[src/hdl/skb_pkg.sv]
// Shared constants, types and arithmetic helpers for the spline knot to Bezier converter.
`default_nettype none
package skb_pkg;

	// Field and register widths.
	localparam int COORD_W   = 16;
	localparam int FRAC_BITS = 16;
	localparam int PARAM_W   = 22;
	localparam int CFG_IDX_W = 2;

	// Register indexes on the configuration port.
	localparam logic [CFG_IDX_W-1:0] REG_KIND    = 2'd0;
	localparam logic [CFG_IDX_W-1:0] REG_TENSION = 2'd1;
	localparam logic [CFG_IDX_W-1:0] REG_BIAS    = 2'd2;

	// Fixed-point constants and register reset values.
	localparam longint ONE_VAL     = 64'sd1 << FRAC_BITS;
	localparam longint HALF_VAL    = ONE_VAL / 2;
	localparam logic [PARAM_W-1:0] TENSION_RST = PARAM_W'((4 * ONE_VAL + 5) / 10);
	localparam logic [PARAM_W-1:0] BIAS_RST    = PARAM_W'(ONE_VAL);

	// Matrix builder widths.
	localparam int B2_W   = 2 * PARAM_W - FRAC_BITS;
	localparam int B3_W   = B2_W + PARAM_W - FRAC_BITS;
	localparam int DEN_W  = B3_W + 2;
	localparam int MAT_W  = DEN_W + 4;
	localparam int NUM_W  = MAT_W + FRAC_BITS + 2;
	localparam int QUO_W  = FRAC_BITS + 4;
	localparam int COEF_W = PARAM_W + 3;

	// Knot datapath widths.
	localparam int PROD_W = COEF_W + COORD_W;
	localparam int SUM_W  = PROD_W + 3;
	localparam int CF_W   = SUM_W - FRAC_BITS;
	localparam int D3_W   = CF_W + 2;
	localparam int BZ_W   = D3_W + 2;

	// Exact floor division by three through a reciprocal, valid for offsets below 2^32.
	localparam logic [31:0] DIV3_OFS   = 32'(3 * (64'd1 << (D3_W - 1)));
	localparam logic [31:0] DIV3_MAGIC = 32'hAAAA_AAAB;

	// Commands from the controller to the datapath.
	typedef struct packed {
		logic       take;
		logic       mul_en;
		logic [1:0] row;
		logic       div_en;
		logic       bez_en;
		logic       out_adv;
	} skb_cmd_t;

	// Status from the datapath to the controller.
	typedef struct packed {
		logic need_compute;
		logic last_pt;
	} skb_sts_t;

	// Floor of v / 3 for a signed value.
	function automatic logic signed [D3_W-1:0] div3_floor(input logic signed [D3_W-1:0] v);
		logic [31:0] u;
		logic [63:0] p;
		u = 32'(v) + DIV3_OFS;
		p = 64'(u) * 64'(DIV3_MAGIC);
		return D3_W'(p >> 33) - D3_W'(64'd1 << (D3_W - 1));
	endfunction

	// Saturate to the signed coordinate range.
	function automatic logic [COORD_W-1:0] sat_coord(input logic signed [BZ_W-1:0] v);
		logic signed [BZ_W-1:0] hi;
		logic signed [BZ_W-1:0] lo;
		hi = BZ_W'((64'sd1 <<< (COORD_W - 1)) - 1);
		lo = -hi - BZ_W'(1);
		if (v > hi) begin
			return hi[COORD_W-1:0];
		end else if (v < lo) begin
			return lo[COORD_W-1:0];
		end
		return v[COORD_W-1:0];
	endfunction

endpackage
`default_nettype wire

[src/hdl/skb_ctrl.sv]
// Controller state machine that sequences one knot through the datapath.
`default_nettype none
module skb_ctrl (
	input  wire                clk,
	input  wire                arst_n,
	input  wire                in_valid,
	output logic               in_ready,
	output logic               out_valid,
	input  wire                out_ready,
	input  wire                mtx_busy,
	input  skb_pkg::skb_sts_t  sts,
	output skb_pkg::skb_cmd_t  cmd
);

	localparam logic [2:0] ST_IDLE = 3'd0;
	localparam logic [2:0] ST_MUL  = 3'd1;
	localparam logic [2:0] ST_SUMW = 3'd2;
	localparam logic [2:0] ST_DIV3 = 3'd3;
	localparam logic [2:0] ST_BEZ  = 3'd4;
	localparam logic [2:0] ST_OUT  = 3'd5;

	logic [2:0] state_q;
	logic [1:0] row_q;

	// Handshakes and datapath commands.
	always_comb begin
		in_ready    = (state_q == ST_IDLE) && !mtx_busy;
		out_valid   = (state_q == ST_OUT);
		cmd.take    = in_valid && in_ready;
		cmd.mul_en  = (state_q == ST_MUL);
		cmd.row     = row_q;
		cmd.div_en  = (state_q == ST_DIV3);
		cmd.bez_en  = (state_q == ST_BEZ);
		cmd.out_adv = out_valid && out_ready;
	end

	// State sequence: four row products, drain, thirds, points, beats out.
	always_ff @(posedge clk or negedge arst_n) begin
		if (!arst_n) begin
			state_q <= ST_IDLE;
			row_q   <= '0;
		end else begin
			case (state_q)
				ST_IDLE: begin
					row_q <= '0;
					if (cmd.take && sts.need_compute) begin
						state_q <= ST_MUL;
					end
				end
				ST_MUL: begin
					row_q <= row_q + 2'd1;
					if (row_q == 2'd3) begin
						state_q <= ST_SUMW;
					end
				end
				ST_SUMW: state_q <= ST_DIV3;
				ST_DIV3: state_q <= ST_BEZ;
				ST_BEZ:  state_q <= ST_OUT;
				ST_OUT: begin
					if (cmd.out_adv && sts.last_pt) begin
						state_q <= ST_IDLE;
					end
				end
				default: state_q <= ST_IDLE;
			endcase
		end
	end

endmodule
`default_nettype wire

[config.mk]
export PLATFORM = sky130hd
export DESIGN_NAME = skb_ctrl
export DESIGN_NICKNAME = d
export VERILOG_FILES = /design/src/hdl/skb_pkg.sv /design/src/hdl/skb_ctrl.sv
export SDC_FILE = /design/constraint.sdc
export NUM_CORES = 1
export LEC_CHECK = 0
export ABC_AREA = 1
export BUFFER_PORTS_ARGS = -buffer_cell sky130_fd_sc_hd__buf_2
export CAP_MARGIN = 20
export CORE_AREA = 2 2 39 41
export CTS_CLUSTER_DIAMETER = 200
export DETAILED_ROUTE_END_ITERATION = 8
export DIE_AREA = 0 0 41 43
export MAX_ROUTING_LAYER = met4
export PLACE_DENSITY_LB_ADDON = 0.3
export SLEW_MARGIN = 5
export SYNTH_ARGS = -nofsm -noshare
export SYNTH_HDL_FRONTEND = slang
export SYNTH_SLANG_ARGS = --single-unit
[constraint.sdc]
create_clock -name clk -period 1.8 [get_ports clk]
set_clock_uncertainty 0.05 [all_clocks]
set_input_delay 0.27 -clock clk [delete_from_list [all_inputs] [get_ports clk]]
set_output_delay 0.27 -clock clk [all_outputs]
set_load 0.01 [all_outputs]
* After elaboration in Yosys (flattened, before gate mapping) *
Index checks and enable logic that the tools add are counted.

word-level totals
  flip-flop bits (word level) = 5
  bits in latches = 0
  bits in writable memories = 0
  bits in read-only memories = 0
  output and inout port bits = 9
  word-level logic and storage cells = 26
  memories kept = 0

operators by class
  add/subtract/negate cells = 1
  $mul = 0
  div/mod/pow operators = 0
  $lt $le $gt $ge = 0
  equal/unequal tests = 9
  shift-type cells = 0
  muxes and demuxes = 5
  bitwise operators = 0
  reduce and logical (&&, ||, !) cells = 9

operators by type and width
  operator             count
  $pmux 3 s6           1
  $mux 3               3
  $eq 3x2->1 const B   2
  $eq 3x3->1 const B   2
  $ne 2x1->1 const B   3
  $logic_and 1x1->1    5
  $pmux 2 s2           1
  $eq 3x1->1 const B   1
  $logic_not 3->1      1
  $reduce_and 3->1     1
  $add 2x1->2 const B  1
  $eq 2x2->1 const B   1
  $reduce_bool 2->1    1
  $logic_not 1->1      1

* Longest topological paths before layout *
Gate-level depths: netlist of the first run.

  depth in word-level cells = 6
  depth in mapped cells = 7

* Worst setup path before layout of the first run *
OpenSTA, ideal clock, no wires.

  path kind = register to output
  start = register state_q[1]
  end = output port cmd[6] in the netlist's numbering
  arrival time = 0.955 ns
  data required time = 1.480 ns
  path slack = 0.525 ns
  cell stages (with the launch flop) = 4
  cell sequence = dfrtp_1 nor2_2 nand2_2 nor3_1

RTL lines
  element                 line            source
  start, declared         skb_ctrl.sv:22  logic [2:0] state_q;
  start signal, assigned  skb_ctrl.sv:40  state_q <= ST_IDLE;
  start signal, assigned  skb_ctrl.sv:47  state_q <= ST_MUL;
  start signal, assigned  skb_ctrl.sv:53  state_q <= ST_SUMW;
  end, declared           skb_ctrl.sv:12  output skb_pkg::skb_cmd_t cmd

==> results of run 1 <==
[routing by layer]
layer  track usage [%]  up-vias
li1                  -      182
met1              13.2      135
met2              11.6       10
met3              3.14        0
met4              8.00        0
met5                 -        -
[synthesized netlist by cell type]
master    count  share of area [%]
nand2_1       9                 10
nand3_1       1                1.5
nand2_2       4                7.7
nand3b_1      1                2.3
a31oi_1       1                1.9
nor3b_1       1                2.3
o31ai_1       1                2.3
dfrtp_1       5                 38
a21oi_1       1                1.5
nor2_2        2                3.8
inv_1         9                 10
o21ai_0       1                1.5
ha_1          1                3.8
nor2_1        7                8.1
o21bai_1      1                2.3
nor3_1        1                1.5
[cells by family (layout without fill, tap and decap cells)]
kind of cell | Yosys count | count (layout) | synth area share [%]
AO/OA/AOI/OAI | 5 | 5 | 9.62
adder cells (fa/ha/maj) | 1 | 1 | 3.85
buffers and inverters | 9 | 29 | 10.4
flip-flops | 5 | 5 | 38.5
AND/OR/NAND/NOR | 26 | 26 | 37.7
[power by group through the flow]
stage | Clock, mW | Combinational [mW] | Sequential [mW]
final | 0.131 | 0.384 | 0.232
after global routing | 0.146 | 0.447 | 0.242
after CTS | 0.135 | 0.392 | 0.231
after detailed placement | 0 | 0.388 | 0.233
after global placement | 0 | 0.388 | 0.233
after floorplan | 0 | 0.266 | 0.232
[state kept, by name, summed over array words and instances (netlist names)]
name     flops
state_q      3
row_q        2
[worst max-delay path, cell delays in order, from the launching register on]
cell and delay, ps:
dfrtp_1 450, nor2_2 220, nand2_2 100, nor3_1 130, buf_2 150
[metrics by stage]
step / std cells / setup WS (ps) / hold slack (ps) / instance area [sq um]
2_1_floorplan: 46 / 525 / -75.6 / 325
3_3_place_gp: 77 / 465 / 43.1 / 420
3_5_place_dp: 77 / 462 / 41.5 / 420
4_1_cts: 82 / 192 / 279 / 457
5_1_grt: 82 / 75.2 / 301 / 457
6_report: 82 / 200 / 279 / 457
[final timing paths]
| check | to | slack (ps) | cells after the start |
|---|---|---|---|
| max | cmd[6] | 200 | 4 |
| min | state_q[0] | 280 | 3 |
| max reg2reg | state_q[0] | 650 | 4 |
| min reg2reg | row_q[0] | 440 | 1 |
| max in group asynchronous | state_q[2] | 1220 | 2 |
| min in group asynchronous | row_q[0] | 350 | 2 |
[cell usage in the layout (no fill, tap or decap)]
cell type,Yosys,layout
a21oi_1,1,1
a31oi_1,1,1
buf_2,0,15
clkbuf_1,0,1
clkbuf_4,0,3
dfrtp_1,5,5
dlygate4sd3_1,0,1
ha_1,1,1
inv_1,9,9
nand2_1,9,9
nand2_2,4,4
nand3_1,1,1
nand3b_1,1,1
nor2_1,7,7
nor2_2,2,2
nor3_1,1,1
nor3b_1,1,1
o21ai_0,1,1
o21bai_1,1,1
o31ai_1,1,1
[area by class of cell]
class	instances	area, sq um	share of cell area (%)
clock buffer	4	26.3	5.75
timing repair buffer	16	85.1	18.6
multi-input combinational	32	166	36.4
tap	16	20.0	4.38
sequential	5	125	27.4
inverter	9	33.8	7.40
[what timing repair did]
action / CTS / global route
endpoints found under the hold margin: 5 / 0
setup endpoints to repair: 0 / 0
hold buffers: 1 / 0
==> flow_summary_export.csv, run 1 <==
group,metric,value,unit
final_layout,antenna_cells,0,
floorplan,io_pins,16,
logic_synthesis,synthCells,46,
clock_tree,cts_tree,"done",
final_layout,fin_nets,75,
floorplan,dieArea,1760,sq um
global_route,grt.total_usage,9.85,%
drt,wl_met2,291,microns
setup_path,critPathKind,"reg -> out",
power_and_ir_drop,p_sw,335,uW
global_route,grt-ovfl-total,0,
final_layout,drive_gt1_share,36.4,%
drt,m1WireLength,346,microns
drt,drt_iter0_drc,2,
drt,dr.pass1.iters,4,
setup_path,cp-end-kind,"primary output",
clock_tree,cts_num_sinks,5,
clock_tree,clock_latency,240,ps
power_and_ir_drop,irDropWorstVdd,645,uV
sta,period_share,88.9,%
sta,rsz0062_at_grt,"no",
setup_path,cp.arrival,1280,ps
power_and_ir_drop,total_power,746,uW
sta,worst_slew_pin_slew,226,ps
place,dpl.hpwl,560,microns
logic_synthesis,yosysSeqAreaShare,38.5,%
final_layout,area_delta_synth_final,40.4,%
clock_tree,cts_made_buffers,3,
floorplan,rows,14,
floorplan,initial_core_util,23.5,%
flow_run,cap_violations,0,
power_and_ir_drop,intPower,411,uW
drt,topRoutingLayerUsed,"met3",
power_and_ir_drop,p_seq_share,31.1,%
sta,relSlewSlack,85.0,%
sta,fmax,625,MHz
clock_tree,cts_root_buffer,"clkbuf_4",
power_and_ir_drop,power_frac_clock,17.5,%
clock_tree,htree_levels,1,
clock_tree,clock_path_buffers,2,
power_and_ir_drop,swShare,44.9,%
hold_path,min-delay-start,"in_valid",
status,outcome,"complete, no violations",
setup_path,reg2reg_from,"state_q[1]",
setup_path,cp.required,1480,ps
logic_synthesis,synth_cell_types,16,
sta,tns,0,ps
setup_path,setup.worst_path.start_class,"register",
logic_synthesis,syn-num-nets,54,
global_route,first_global_vias,270,
drt,wl_met3,43,microns
clock_tree,cts_repair_resize_count,0,
power_and_ir_drop,leakage,0.277,nW
setup_path,critPathLaunch,"state_q[1]",
logic_synthesis,yosys_warnings,0,
power_and_ir_drop,power_density,1630,nW/um^2
drt,vias,327,
logic_synthesis,ys_ff_latch,5,
setup_path,path_max_fanout,7,
clock_tree,cts_setup_buffers,0,
drt,wl_per_cell,8.29,microns
global_route,grt_pass1_wl,1100,microns
clock_tree,clk_pin_slew,40,ps
sta,final-setup-viol-count,0,
power_and_ir_drop,p_comb_share,51.4,%
sta,drv_slew,0,
floorplan,coreArea,1380,sq um
floorplan,die_w,41,microns
drt,wl,680,microns
logic_synthesis,syn_area,325,sq um
final_layout,fill_cells,146,
final_layout,post-route-util,33.0,%
floorplan,die_h,43,microns
place,routabilityCongestion,0.706,
sta,period_needed,1600,ps
global_route,antenna_found_initial,0,
logic_synthesis,avgSynthCellArea,7.07,sq um
drt,viasPerCell,3.99,
hold_path,min_path_type,"in -> reg",
drt,route.antenna.remaining_nets,0,
sta,hold_viol_final,0,
drt,route.detailed.drc,0,
place,port_buffers,15,
global_route,grt_max_degree,8,
Power figures use the tool's default switching activity.
==> inputs of run 2 (changes only) <==
- clock period: 1.8 -> 1.5 ns (I/O delays scaled with it)
==> run 2 against run 1 <==
Effect of this change: via count rose by 8.0%; non-clock buffer count grew 2; power grew 28%; largest cell class unchanged; highest routed layer is now met4; flip-flop and latch count is the same; critical path type unchanged.
==> flow_summary_export.csv, run 2 (synthesis gave the netlist of run 1 again) <==
group,metric,value,unit
power_and_ir_drop,swShare,44.2,%
sta,period_share,95.9,%
floorplan,rows,14,
sta,fmax,695,MHz
drt,drt_iter0_drc,0,
global_route,grt.total_usage,10.5,%
drt,viasPerCell,4.20,
flow_run,cap_violations,0,
power_and_ir_drop,intPower,535,uW
hold_path,min_path_type,"in -> reg",
power_and_ir_drop,p_sw,424,uW
power_and_ir_drop,total_power,959,uW
setup_path,critPathKind,"reg -> out",
drt,topRoutingLayerUsed,"met4",
power_and_ir_drop,power_frac_clock,16.6,%
clock_tree,clk_pin_slew,40,ps
global_route,grt_pass1_wl,1100,microns
power_and_ir_drop,p_comb_share,53.2,%
sta,relSlewSlack,86.3,%
sta,worst_slew_pin_slew,204,ps
power_and_ir_drop,p_seq_share,30.2,%
final_layout,final_common_cell,"buf_2",
clock_tree,htree_levels,1,
drt,wl_per_cell,8.51,microns
setup_path,cp_top_family,"flip-flops",
global_route,first_global_vias,295,
floorplan,coreArea,1380,sq um
setup_path,cp.arrival,1160,ps
drt,m1WireLength,320,microns
setup_path,crit_slowest_cell,"dfrtp_2",
setup_path,cp.required,1220,ps
power_and_ir_drop,leakage,0.288,nW
sta,drv_slew,0,
setup_path,path_max_fanout,6,
floorplan,initial_core_util,23.5,%
global_route,antenna_found_initial,0,
final_layout,reg.largest.list,"state_q: 3 flops, row_q: 2 flops",
final_layout,fin_nets,77,
final_layout,antenna_cells,0,
drt,wl,715,microns
drt,wl_met3,57,microns
place,routabilityCongestion,0.706,
power_and_ir_drop,irDropWorstVdd,712,uV
floorplan,die_h,43,microns
sta,rsz0062_at_grt,"yes",
setup_path,setup.worst_path.start_class,"register",
status,outcome,"complete, no violations",
drt,vias,353,
floorplan,die_w,41,microns
place,port_buffers,15,
setup_path,regToRegSetupSlack,310,ps
setup_path,slowest_delay,440,ps
place,dpl.hpwl,561,microns
clock_tree,cts_made_buffers,3,
floorplan,io_pins,16,
clock_tree,cts_num_sinks,5,
final_layout,largest_reg_flops,3,
final_layout,stdcell_area,489,sq um
sta,final-setup-viol-count,0,
drt,route.detailed.drc,0,
global_route,grt_max_degree,8,
clock_tree,clock_latency,240,ps
power_and_ir_drop,power_density,1960,nW/um^2
sta,period_needed,1440,ps
sta,hold_viol_final,0,
setup_path,critPathBufInv,1,
clock_tree,cts_root_buffer,"clkbuf_4",
final_layout,layout_common_cells,"15 x buf_2, 9 x nand2_1, 9 x inv_1",
setup_path,crit_chain,"nor2_4, nand2_2, nor3_2, buf_2",
drt,wl_met2,301,microns
final_layout,top_register,"state_q",
final_layout,post-route-util,35.4,%
drt,route.antenna.remaining_nets,0,
global_route,grt-ovfl-total,0,
final_layout,drive_gt1_share,44.1,%
floorplan,dieArea,1760,sq um
clock_tree,clock_path_buffers,2,
drt,dr.pass1.iters,1,
place,place_area,420,sq um
final_layout,area_delta_synth_final,50.4,%
setup_path,cp-end-kind,"primary output",
clock_tree,cts_tree,"done",
run 2: cell count changes in the layout (fill, tap and decap cells not counted), sizes merged:
cell / change
buf: +2
run 2: layout make-up:
type                            count  area (sq um)
Clock buffer                        4          26.3
Multi-Input combinational cell     32           181
Tap cell                           16          20.0
Sequential cell                     5           128
Inverter                            9          33.8
Fill cell                         147           895
Timing Repair Buffer               18           100
run 2: final timing paths:
| check | start | end | cells past startpoint |
|---|---|---|---|
| setup / recovery | state_q[2] | cmd[6] | 4 |
| hold / removal | in_valid | state_q[0] | 3 |
| setup reg to reg | state_q[2] | state_q[0] | 5 |
| hold reg to reg | row_q[0] | row_q[0] | 1 |
| max in group asynchronous | arst_n | state_q[2] | 2 |
| min in group asynchronous | arst_n | state_q[0] | 2 |
run 2: worst reg2reg max path: stages (launching register included):
cell      delay (ps)
dfrtp_2          440
nor2_4           160
nand2_2           90
buf_4            140
a31oi_1          130
o21bai_1          70
run 2: power by group through the flow:
| stage | registers, mW | logic, mW | clock network (mW) |
|---|---|---|---|
| detailed placement | 0.279 | 0.466 | 0 |
| global route | 0.303 | 0.585 | 0.175 |
| global placement | 0.280 | 0.465 | 0 |
| floorplan | 0.279 | 0.319 | 0 |
| CTS | 0.286 | 0.476 | 0.165 |
| finish | 0.289 | 0.510 | 0.159 |
run 2: repair_timing:
action	CTS	global route
pin swaps	0	3
buffers inserted	0	2
endpoints found under the setup margin	2	3
hold buffers	1	0
hold endpoints to repair	5	0
gates resized for setup	2	3
run 2: through the flow:
step	hold WS [ps]	setup TNS (ps)	setup WS [ps]	cells
6_report	225	0	61.1	84
5_1_grt	256	-27.0	-21.2	84
4_1_cts	228	0	3.74	82
3_5_place_dp	-2.61	0	212	77
3_3_place_gp	-1.92	0	210	77
2_1_floorplan	-121	0	270	46
run 2: layer usage:
| metal | vias up | global-route usage, % |
|---|---|---|
| met4 | 0 | 14.0 |
| met3 | 4 | 3.14 |
| met2 | 15 | 12.5 |
| li1 | 186 | - |
| met5 | - | - |
| met1 | 148 | 11.4 |
